<file path="config.mk">
export PLATFORM = sky130hd
export DESIGN_NAME = pm_nowcast_weighted_average
export DESIGN_NICKNAME = d
export VERILOG_FILES = /design/src/design/pmnc_pkg.sv /design/src/design/pmnc_div.sv /design/src/design/pm_nowcast_weighted_average.sv
export SDC_FILE = /design/constraint.sdc
export NUM_CORES = 2
export LEC_CHECK = 0
export BUFFER_PORTS_ARGS = -buffer_cell sky130_fd_sc_hd__buf_2
export CAP_MARGIN = 20
export CORE_ASPECT_RATIO = 1.5
export CORE_MARGIN = 3
export CORE_UTILIZATION = 55
export DETAILED_ROUTE_END_ITERATION = 10
export MAX_ROUTING_LAYER = met4
export PLACE_DENSITY = 0.71
export SYNTH_ARGS = -nofsm -noshare
export SYNTH_HDL_FRONTEND = slang
export SYNTH_HIERARCHICAL = 1
export SYNTH_SLANG_ARGS = --single-unit
</file>
<file path="constraint.sdc">
create_clock -name aclk -period 19.53 [get_ports aclk]
set_input_delay 1.953 -clock aclk [delete_from_list [all_inputs] [get_ports aclk]]
set_output_delay 1.953 -clock aclk [all_outputs]
set_load 0.02 [all_outputs]
</file>
<file path="src/design/pmnc_pkg.sv">
// Shared constants for the particulate NowCast block.
package pmnc_pkg;

    // Window length in hours and the index width it needs
    localparam int WINDOW_HOURS = 12;
    localparam int IDX_W        = $clog2(WINDOW_HOURS);

    // Field widths
    localparam int HIST_W = 16;           // hourly concentration
    localparam int W_W    = 17;           // weight, Q0.16 up to 1.0
    localparam int WFRAC  = 16;           // fraction bits of the weight
    localparam int OUT_W  = 20;           // result, Q16.4
    localparam int OFRAC  = 4;            // fraction bits of the result

    // Power of the weight in Q0.32, up to 1.0
    localparam int P_W    = 33;
    localparam int PROD_W = P_W + W_W;

    // Accumulators: sums of WINDOW_HOURS terms
    localparam int SUM_GROW = $clog2(WINDOW_HOURS);
    localparam int DEN_W    = P_W + SUM_GROW;
    localparam int NUM_W    = P_W + HIST_W + SUM_GROW;

    // Shared divider: quotient holds the Q16.4 result plus one bit
    localparam int QUO_W   = OUT_W + 1;
    localparam int NUMER_W = DEN_W + QUO_W;

    localparam logic [W_W-1:0] W_ONE          = W_W'(1) << WFRAC;
    localparam logic [W_W-1:0] W_FLOOR_RESET  = W_W'(1) << (WFRAC - 1);
    localparam logic [P_W-1:0] P_ONE          = P_W'(1) << (2 * WFRAC);

endpackage

</file>
<file path="src/design/pmnc_div.sv">
// Restoring divider, one quotient bit per cycle.
module pmnc_div (
    input  logic                             aclk,
    input  logic                             aresetn,
    input  logic                             start,
    input  logic [pmnc_pkg::NUMER_W-1:0]     dividend,
    input  logic [pmnc_pkg::DEN_W-1:0]       divisor,
    output logic                             done,
    output logic [pmnc_pkg::QUO_W-1:0]       quotient
);

    localparam int CNT_W = $clog2(pmnc_pkg::QUO_W);

    logic [pmnc_pkg::DEN_W-1:0] rem_reg;
    logic [pmnc_pkg::DEN_W-1:0] dvs_reg;
    logic [pmnc_pkg::QUO_W-1:0] quo_reg;
    logic [CNT_W-1:0]           cnt_reg;
    logic                       busy_reg;
    logic                       done_reg;

    logic [pmnc_pkg::DEN_W:0]   shifted;
    logic [pmnc_pkg::DEN_W:0]   diff;
    logic                       qbit;

    // Quotient must fit in QUO_W bits, so the top part of the dividend
    // starts below the divisor.
    assign shifted = {rem_reg, quo_reg[pmnc_pkg::QUO_W-1]};
    assign diff    = shifted - {1'b0, dvs_reg};
    assign qbit    = ~diff[pmnc_pkg::DEN_W];

    always_ff @(posedge aclk) begin
        if (!aresetn) begin
            busy_reg <= 1'b0;
            done_reg <= 1'b0;
            cnt_reg  <= '0;
        end else begin
            done_reg <= 1'b0;
            if (start) begin
                busy_reg <= 1'b1;
                cnt_reg  <= '0;
            end else if (busy_reg) begin
                cnt_reg <= cnt_reg + CNT_W'(1);
                if (cnt_reg == CNT_W'(pmnc_pkg::QUO_W - 1)) begin
                    busy_reg <= 1'b0;
                    done_reg <= 1'b1;
                end
            end
        end
    end

    always_ff @(posedge aclk) begin
        if (start) begin
            rem_reg <= dividend[pmnc_pkg::NUMER_W-1:pmnc_pkg::QUO_W];
            quo_reg <= dividend[pmnc_pkg::QUO_W-1:0];
            dvs_reg <= divisor;
        end else if (busy_reg) begin
            rem_reg <= qbit ? diff[pmnc_pkg::DEN_W-1:0] : shifted[pmnc_pkg::DEN_W-1:0];
            quo_reg <= {quo_reg[pmnc_pkg::QUO_W-2:0], qbit};
        end
    end

    assign done     = done_reg;
    assign quotient = quo_reg;

endmodule

</file>
<file path="src/design/pm_nowcast_weighted_average.sv">
// Top level of the 12-hour particulate NowCast with a shared multiplier and divider.
// Channels: s_valid / s_ready / s_hour_concentration take one hourly
//   concentration word; m_valid / m_ready return one word per input with
//   m_nowcast_value (Q16.4, saturated) and m_weight_used (Q0.16, after the
//   floor). cfg_wr_en / cfg_wr_data write weight_floor (Q0.16);
//   write it only while the block is idle. Values above 1.0 act as 1.0.
// Sequence: after a word is accepted, the sequencer runs a min/max scan over
//   the window, a check, a pass through the shared restoring divider for the
//   weight, a walk over the window with one 33x17 multiplier (two products
//   per hour), a state that starts the final divide, a second divider pass
//   for the final quotient and a load into the output register. An all-zero
//   window skips the arithmetic.
// Flow: s_ready is high only in the idle state, which returns together
//   with m_valid, so a new word is taken only after the last one's result
//   has been loaded into the output register.
// Reset: aresetn (synchronous, active low) clears the history to zero, sets
//   the weight floor to 0.5 and empties the output register.
// Stalls: a finished result waits in the output register; the next word is
//   taken once it is loaded there, and its own result then holds the
//   sequencer, with s_ready low, until the output register frees up.
module pm_nowcast_weighted_average (
    input  logic                          aclk,
    input  logic                          aresetn,
    input  logic                          s_valid,
    output logic                          s_ready,
    input  logic [pmnc_pkg::HIST_W-1:0]   s_hour_concentration,
    output logic                          m_valid,
    input  logic                          m_ready,
    output logic [pmnc_pkg::OUT_W-1:0]    m_nowcast_value,
    output logic [pmnc_pkg::W_W-1:0]      m_weight_used,
    input  logic                          cfg_wr_en,
    input  logic [pmnc_pkg::W_W-1:0]      cfg_wr_data
);

    // Sequencer states
    localparam logic [2:0] ST_IDLE   = 3'd0;
    localparam logic [2:0] ST_SCAN   = 3'd1;
    localparam logic [2:0] ST_CHECK  = 3'd2;
    localparam logic [2:0] ST_WDIV   = 3'd3;
    localparam logic [2:0] ST_MAC    = 3'd4;
    localparam logic [2:0] ST_FSTART = 3'd5;
    localparam logic [2:0] ST_FDIV   = 3'd6;
    localparam logic [2:0] ST_DONE   = 3'd7;

    localparam logic [pmnc_pkg::IDX_W-1:0] IDX_LAST =
        pmnc_pkg::IDX_W'(pmnc_pkg::WINDOW_HOURS - 1);

    logic [2:0]                    state_reg, state_next;
    logic [pmnc_pkg::IDX_W-1:0]    idx_reg;
    logic                          phase_reg;
    logic [pmnc_pkg::W_W-1:0]      weight_floor_reg;
    logic                          m_valid_reg;

    // History: entry 0 is the newest hour
    logic [pmnc_pkg::HIST_W-1:0]   hist_reg [pmnc_pkg::WINDOW_HOURS];
    logic [pmnc_pkg::HIST_W-1:0]   hist_rd;

    logic [pmnc_pkg::HIST_W-1:0]   cmin_reg, cmax_reg;
    logic [pmnc_pkg::W_W-1:0]      w_reg;
    logic [pmnc_pkg::P_W-1:0]      p_reg;
    logic [pmnc_pkg::PROD_W-1:0]   prod_reg;
    logic [pmnc_pkg::NUM_W-1:0]    num_reg;
    logic [pmnc_pkg::DEN_W-1:0]    den_reg;
    logic [pmnc_pkg::OUT_W-1:0]    res_value_reg;
    logic [pmnc_pkg::W_W-1:0]      res_weight_reg;
    logic [pmnc_pkg::OUT_W-1:0]    m_value_reg;
    logic [pmnc_pkg::W_W-1:0]      m_weight_reg;

    logic                          s_fire;
    logic                          out_load;
    logic [pmnc_pkg::P_W-1:0]      p_cur;
    logic [pmnc_pkg::P_W-1:0]      mul_a;
    logic [pmnc_pkg::W_W-1:0]      mul_b;
    logic [pmnc_pkg::PROD_W-1:0]   mul_p;
    logic [pmnc_pkg::W_W-1:0]      floor_w;
    logic [pmnc_pkg::W_W-1:0]      w_div;
    logic [pmnc_pkg::W_W-1:0]      w_sel;
    logic [pmnc_pkg::QUO_W-1:0]    div_quo;
    logic                          div_done;
    logic                          div_start;
    logic [pmnc_pkg::NUMER_W-1:0]  div_dividend;
    logic [pmnc_pkg::DEN_W-1:0]    div_divisor;

    assign s_ready  = (state_reg == ST_IDLE);
    assign s_fire   = s_valid && s_ready;
    assign out_load = (state_reg == ST_DONE) && (!m_valid_reg || m_ready);
    assign hist_rd  = hist_reg[idx_reg];

    // Weight: clamp the floor to 1.0, then raise the ratio to it
    assign floor_w = (weight_floor_reg > pmnc_pkg::W_ONE) ? pmnc_pkg::W_ONE
                                                          : weight_floor_reg;
    assign w_div   = div_quo[pmnc_pkg::W_W-1:0];
    assign w_sel   = (w_div < floor_w) ? floor_w : w_div;

    // Power walk: the first hour uses 1.0, later ones take the last p*w >> 16
    assign p_cur = (idx_reg == '0) ? pmnc_pkg::P_ONE
                 : prod_reg[pmnc_pkg::WFRAC+pmnc_pkg::P_W-1:pmnc_pkg::WFRAC];
    assign mul_a = phase_reg ? p_reg : p_cur;
    assign mul_b = phase_reg ? w_reg : {1'b0, hist_rd};
    assign mul_p = pmnc_pkg::PROD_W'(mul_a) * pmnc_pkg::PROD_W'(mul_b);

    // Divider operands: weight ratio in CHECK, final average in FSTART
    always_comb begin
        div_start    = 1'b0;
        div_dividend = pmnc_pkg::NUMER_W'({num_reg, pmnc_pkg::OFRAC'(0)})
                     + pmnc_pkg::NUMER_W'(den_reg >> 1);
        div_divisor  = den_reg;
        case (state_reg)
            ST_CHECK: begin
                div_start    = (cmax_reg != '0);
                div_dividend = pmnc_pkg::NUMER_W'({cmin_reg, pmnc_pkg::WFRAC'(0)});
                div_divisor  = pmnc_pkg::DEN_W'(cmax_reg);
            end
            ST_FSTART: begin
                div_start = 1'b1;
            end
            default: begin
                div_start = 1'b0;
            end
        endcase
    end

    pmnc_div u_div (
        .aclk     (aclk),
        .aresetn  (aresetn),
        .start    (div_start),
        .dividend (div_dividend),
        .divisor  (div_divisor),
        .done     (div_done),
        .quotient (div_quo)
    );

    always_comb begin
        state_next = state_reg;
        case (state_reg)
            ST_IDLE:   if (s_fire) state_next = ST_SCAN;
            ST_SCAN:   if (idx_reg == IDX_LAST) state_next = ST_CHECK;
            ST_CHECK:  state_next = (cmax_reg == '0) ? ST_DONE : ST_WDIV;
            ST_WDIV:   if (div_done) state_next = ST_MAC;
            ST_MAC:    if (phase_reg && idx_reg == IDX_LAST) state_next = ST_FSTART;
            ST_FSTART: state_next = ST_FDIV;
            ST_FDIV:   if (div_done) state_next = ST_DONE;
            ST_DONE:   if (out_load) state_next = ST_IDLE;
            default:   state_next = ST_IDLE;
        endcase
    end

    // Control state, history and the floor register
    always_ff @(posedge aclk) begin
        if (!aresetn) begin
            state_reg        <= ST_IDLE;
            idx_reg          <= '0;
            phase_reg        <= 1'b0;
            weight_floor_reg <= pmnc_pkg::W_FLOOR_RESET;
            m_valid_reg      <= 1'b0;
            for (int i = 0; i < pmnc_pkg::WINDOW_HOURS; i++) begin
                hist_reg[i] <= '0;
            end
        end else begin
            state_reg <= state_next;
            if (cfg_wr_en) begin
                weight_floor_reg <= cfg_wr_data;
            end
            if (out_load) begin
                m_valid_reg <= 1'b1;
            end else if (m_ready) begin
                m_valid_reg <= 1'b0;
            end
            case (state_reg)
                ST_IDLE: begin
                    idx_reg   <= '0;
                    phase_reg <= 1'b0;
                    // shift the new hour in, drop the oldest
                    if (s_fire) begin
                        hist_reg[0] <= s_hour_concentration;
                        for (int i = 1; i < pmnc_pkg::WINDOW_HOURS; i++) begin
                            hist_reg[i] <= hist_reg[i-1];
                        end
                    end
                end
                ST_SCAN: begin
                    idx_reg <= (idx_reg == IDX_LAST) ? '0
                             : idx_reg + pmnc_pkg::IDX_W'(1);
                end
                ST_MAC: begin
                    phase_reg <= ~phase_reg;
                    if (phase_reg) begin
                        idx_reg <= (idx_reg == IDX_LAST) ? '0
                                 : idx_reg + pmnc_pkg::IDX_W'(1);
                    end
                end
                default: begin
                    phase_reg <= 1'b0;
                end
            endcase
        end
    end

    // Datapath
    always_ff @(posedge aclk) begin
        case (state_reg)
            ST_IDLE: begin
                cmin_reg <= '1;
                cmax_reg <= '0;
            end
            ST_SCAN: begin
                if (hist_rd < cmin_reg) cmin_reg <= hist_rd;
                if (hist_rd > cmax_reg) cmax_reg <= hist_rd;
            end
            ST_CHECK: begin
                // empty window: report zero value and zero weight
                res_value_reg  <= '0;
                res_weight_reg <= '0;
            end
            ST_WDIV: begin
                num_reg <= '0;
                den_reg <= '0;
                if (div_done) w_reg <= w_sel;
            end
            ST_MAC: begin
                prod_reg <= mul_p;
                if (!phase_reg) begin
                    p_reg <= p_cur;
                end else begin
                    num_reg <= num_reg + pmnc_pkg::NUM_W'(prod_reg);
                    den_reg <= den_reg + pmnc_pkg::DEN_W'(p_reg);
                end
            end
            ST_FDIV: begin
                if (div_done) begin
                    res_value_reg  <= div_quo[pmnc_pkg::QUO_W-1] ? '1
                                    : div_quo[pmnc_pkg::OUT_W-1:0];
                    res_weight_reg <= w_reg;
                end
            end
            default: begin
                res_value_reg <= res_value_reg;
            end
        endcase
        if (out_load) begin
            m_value_reg  <= res_value_reg;
            m_weight_reg <= res_weight_reg;
        end
    end

    assign m_valid         = m_valid_reg;
    assign m_nowcast_value = m_value_reg;
    assign m_weight_used   = m_weight_reg;

endmodule

</file>
Word level (Yosys, flattened, before mapping)
Memory sizes are Yosys's and may differ from the RTL's. A register that Yosys moved wholly into a read port is not among the register bits.
Cells that the tools add are included.
W data, S select, Z words.
{"block": "classes", "multipliers": 1, "mux": 63, "bitwise": 16, "magnitude_cmp": 4, "add_sub_neg": 6, "reduce_logical": 24, "eq_ne": 18}
{"cell": "$mux W16", "n": 15}
{"cell": "$mux W37", "n": 4}
{"cell": "$pmux W53 S2", "n": 1}
{"cell": "$pmux W37 S2", "n": 1}
{"cell": "$mux W17", "n": 4}
{"cell": "$mux W33", "n": 2}
{"cell": "$pmux W16 S2", "n": 2}
{"cell": "$add A57 B36 Y58", "n": 1}
{"cell": "$mux W58", "n": 1}
{"cell": "$add A53 B50 Y53", "n": 1}
{"cell": "$mux W53", "n": 1}
{"cell": "$mul A33 B17 Y50", "n": 1}
{"cell": "$mux W21", "n": 2}
{"cell": "$mux W20", "n": 2}
{"cell": "$pmux W20 S2", "n": 1}
{"cell": "$sub A38 B37 Y38", "n": 1}
{"cell": "$add A37 B33 Y37", "n": 1}
{"cell": "$pmux W17 S2", "n": 1}
{"cell": "$pmux W3 S8", "n": 1}
{"cell": "$mux W3", "n": 7}
{"cell": "$gt A17 B17 Y1 const B", "n": 1}
{"cell": "$lt A17 B17 Y1", "n": 1}
{"cell": "$gt A16 B16 Y1", "n": 1}
{"cell": "$logic_not A16 Y1", "n": 1}
{"cell": "other kinds (28)", "n": 78}
{"block": "word_totals", "register_bits": 424, "mem_bits_rw": 192, "output_inout_bits": 39, "input_bits": 38, "n_memories": 1, "elab_cells": 156}
{"memory": "hist_reg", "words": 12, "width": 16, "read_ports": 12, "rd_ports_with_merged_regs": 1, "write_ports": 12, "line": "pm_nowcast_weighted_average.sv:55", "text": "logic [pmnc_pkg::HIST_W-1:0] hist_reg [pmnc_pkg::WINDOW_HOURS];"}

Longest topological paths before layout
{"block": "logic_depth", "depth_word": 7, "mapped_depth": 33, "mapped_depth_nobuf": 30}

Cells and area by module
Netlist, hierarchy kept.
{"module": "pm_nowcast_weighted_average", "instances": 1, "cells_per_inst": 4623, "area_per_inst_um2": 46298.2, "seq_area_each_um2": 15254.6}
{"module": "pmnc_div", "instances": 1, "cells_per_inst": 617, "area_per_inst_um2": 6396.1, "seq_area_each_um2": 2992.9}

Least setup slack after synthesis
Ideal clock, no wire load.
{"block": "synth_path", "kind": "input to register", "startpoint": "in s_valid", "endpoint": "mem hist_reg[0][0] (netlist bit), enable pin", "required_time_ns": 18.520, "setup_time_ns": 1.010, "path_stages": 2, "path_buffers": 0, "slack_ns": 3.154, "arrival_time_ns": 15.366, "path_cell_list": "inv_1 > o21ai_0"}
{"element": "start: declaration", "line": "pm_nowcast_weighted_average.sv:24", "text": "input logic s_valid,"}
{"element": "end: declaration", "line": "pm_nowcast_weighted_average.sv:55"}

==> PnR_summary.wiki <==
{| class="wikitable"
! Metric !! Value
|-
| Met1 track demand over resource in global routing || 0.355
|-
| Least setup slack across all paths after layout || 10.09 ns
|-
| Multi-input logic area || 30900 um^2
|-
| Final routed DRC violation total || 0
|-
| Number of cells in the finished layout apart from fillers || 6537
|-
| Worst voltage drop across the vdd grid || 96.9 uV
|-
| Met2 track utilization from global routing || 0.514
|-
| Final-layout setup total negative slack || 0 ns
|-
| Post-layout nets || 6060
|-
| Power per cell area || 128 nW/um^2
|-
| Signed area change from the synthesized netlist to the final layout || 7.36%
|-
| Routed via count divided by cell count || 5.93
|-
| Largest net degree at the start of global routing || 117
|-
| Ys Warns || 6
|-
| Critical-path maximum fanout || 39
|-
| Start point of the worst min-delay path || res_weight_reg[14]$_SDFFCE_PN0P_
|-
| Number of distinct library cells after synthesis || 111
|-
| Antenna violations before repair || 2
|-
| Vias in the first global route || 39672
|-
| Commonest register cell after synthesis || edfxtp_1
|-
| Area of the core || 94600 um^2
|-
| Util after Layout || 0.598
|-
| Number of vias in the routed layout || 38766
|-
| Fraction of power spent switching nets || 0.437
|-
| Total iterations of the first detailed-routing run || 7
|-
| R2R depth || 26
|-
| Buffer depth of the longest clock path || 3
|-
| Area of the mapped netlist || 52700 um^2
|-
| DIE AREA || 99600 um^2
|-
| Layout fillers || 8106
|-
| Met3 demand-to-capacity share in global routing || 0.0300
|-
| Clock tree sinks || 620
|-
| Total track usage || 0.305
|-
| HPWL Detailed || 112000 um
|-
| PnR Total Power || 7.23 mW
|-
| Tmin final || 9.44 ns
|-
| Maximum level of the CTS H-tree || 2
|-
| Initial cell density of the core || 0.557
|-
| Clock tree from TritonCTS || done
|-
| Kind of path behind the tightest hold check || reg -> reg
|-
| DP Cell Count || 6419
|-
| Slew Limit Fails || 0
|-
| Antenna-violating nets left || 0
|-
| Total placed instance area || 54300 um^2
|-
| Final weighted congestion of routability-driven global placement || 0.961
|-
| Pre-CTS setup slack || 10.15 ns
|-
| Relative contribution of the clock network to total power || 0.180
|-
| Gate count of the mapped netlist || 5240
|-
| Element type at the critical path start || flop
|-
| Syn_nets || 6077
|-
| EDFF count, synth || 583
|-
| Async set or reset register ratio after synthesis || 0
|-
| Endpoints failing setup || 0
|-
| Capturing element type of the critical path || flop
|-
| Setup repair after global routing missed its margin || false
|-
| Cell depth of the worst min-delay path || 0
|-
| Most heavily used metal layer in global routing || met2
|-
| Total leakage power || 24.8 nW
|-
| Register bit count reported by yosys || 620
|-
| Starting DRT DRC Count || 3170
|-
| Fraction of power consumed by sequential logic || 0.293
|-
| Later-pin clock latency in the skew report || 0.68 ns
|-
| IO Count || 77
|-
| Hold Buf Count CTS || 0
|-
| Highest achievable clock rate || 106 MHz
|-
| Worst hold slack || 0.413 ns
|-
| Number of post-CTS setup repair buffers || 0
|-
| Fraction of power consumed by combinational cells || 0.527
|-
| Number of core rows || 138
|-
| Share of layout cells above drive strength 1 || 0.0749
|-
| First-pass GRT wire length || 226000 um
|-
| Power Internal || 4.07 mW
|-
| Outcome || finished, final reports clean
|-
| Clock slew seen by the registers of the worst setup and hold paths || 0.07 ns
|-
| Endpoint required time on the critical path || 19.91 ns
|-
| Total of max-cap violations || 0
|-
| Post-synthesis area per instance || 10.1 um^2
|-
| Total overflow reported by the global router || 0
|-
| WS Path Type || reg -> reg
|-
| Clk Tree Root Cell || clkbuf_16
|-
| Die span in y || 385 um
|-
| Net Switching || 3.16 mW
|-
| Number of hold violations in the final report || 0
|-
| Post-Route WL || 146000 um
|-
| Total non-filler cell area in the finished layout || 56600 um^2
|-
| Final routed wire length divided by cell count || 22.4 um
|-
| Number of flip-flops under the largest register name || 192
|-
| Proportion of synthesized chip area in sequential cells || 0.346
|-
| Final period utilization || 0.483
|-
| Setup clock skew after layout || 0.0551 ns
|-
| Post-CTS resize count || 0
|-
| Overall die width || 259 um
|-
| Total of buffers placed on input and output ports || 76
|-
| Total CTS buffers || 60
|-
| Sequential cell area || 18300 um^2
|-
| Critical path arrival || 9.82 ns
|-
| Slew @ Worst Pin || 1.14 ns
|-
| Headroom to the max-slew limit || 0.241
|}
## power groups by stage
stage	combinational, mW	sequential (mW)	clock (mW)
5_1_grt	4.23	2.14	1.37
2_1_floorplan	2.78	2.09	0
4_1_cts	3.79	2.12	1.32
3_5_place_dp	3.76	2.14	0
3_3_place_gp	3.70	2.14	0
6_report	3.81	2.12	1.30
## cells by family after synthesis
family,count (synthesis),share of synthesized area
compound gates,860,0.106
xor+xnor,181,0.0304
fa+ha+maj,799,0.256
buf+inv,939,0.0700
flops,620,0.346
mux,141,0.0387
simple gates,1700,0.152
## placed cells by master (no fill, tap or decap), drive strengths merged, types with 42 or more instances in the layout
cell type  count
a21o         128
a21oi        246
and2         267
and3          45
buf          141
clkbuf        69
edfxtp       583
fa           468
ha           331
inv          710
mux2i         70
mux4          48
nand2        571
nand2b        46
nand3         64
nand4         42
nor2         485
nor2b         53
nor3          47
o21ai        190
xnor2        107
xor2          74
## Yosys cell counts, drive strengths merged, types with 30 or more instances
cell type  number  area, um^2
fa            468        9370
edfxtp        583       17500
nor2          485        1820
nand4          42         263
o21ai         190         958
xnor2         107         937
a21o          128         963
clkbuf        166         634
nor2b          53         332
inv           708        2660
nor3           47         240
mux2i          70         701
a21oi         246        1250
and3           45         282
a22oi          30         225
a31oi          35         255
dfxtp          37         741
buf            51         302
nand2         571        2150
and2          267        1670
ha            331        4140
mux4           48        1080
nand2b         46         288
nand3          64         333
xor2           74         667
o21a           38         287
## path summary, 6_finish.rpt
check                                                   end  slack [ns]
worst max-delay path                 prod_reg[37]$_DFFE_PP_       10.09
worst min-delay path            m_weight_used[14]$_DFFE_PP_        0.41
worst max register to register       prod_reg[37]$_DFFE_PP_       10.09
worst min register to register  m_weight_used[14]$_DFFE_PP_        0.41
## final cells by class
type,instances,share of cell area
Clock inverter,45,0.0120
Antenna cell,2,0.0000885
Tap cell,1260,0.0279
Clock buffer,69,0.0271
Timing Repair Buffer,141,0.0161
Inverter,719,0.0478
Multi-Input combinational cell,3681,0.546
Sequential cell,620,0.323
## worst max-delay path, cell delays in order (launching register included)
cell	delay [ns]
dfxtp_4	0.46
buf_4	0.64
mux4_2	0.58
mux2i_1	0.14
nor2_1	0.06
a21oi_1	0.48
o21a_1	0.89
nor2_1	0.15
fa_1	0.50
fa_1	0.52
fa_1	0.51
fa_1	0.52
fa_1	0.58
inv_1	0.07
fa_1	0.53
inv_1	0.04
ha_1	0.37
a21oi_1	0.24
o2111ai_1	0.14
a21oi_1	0.22
o221a_2	0.27
o21a_1	0.19
o21bai_1	0.12
a221o_1	0.30
a21oi_1	0.22
o21ai_0	0.15
xor2_1	0.16
## per-layer routing
metal	vias to the layer above	wire length (um)
met5	-	0
met4	0	10900
met3	486	8240
met2	1401	72900
met1	19324	54200
li1	17555	-
Note: power is estimated with default switching activity, not from simulation.
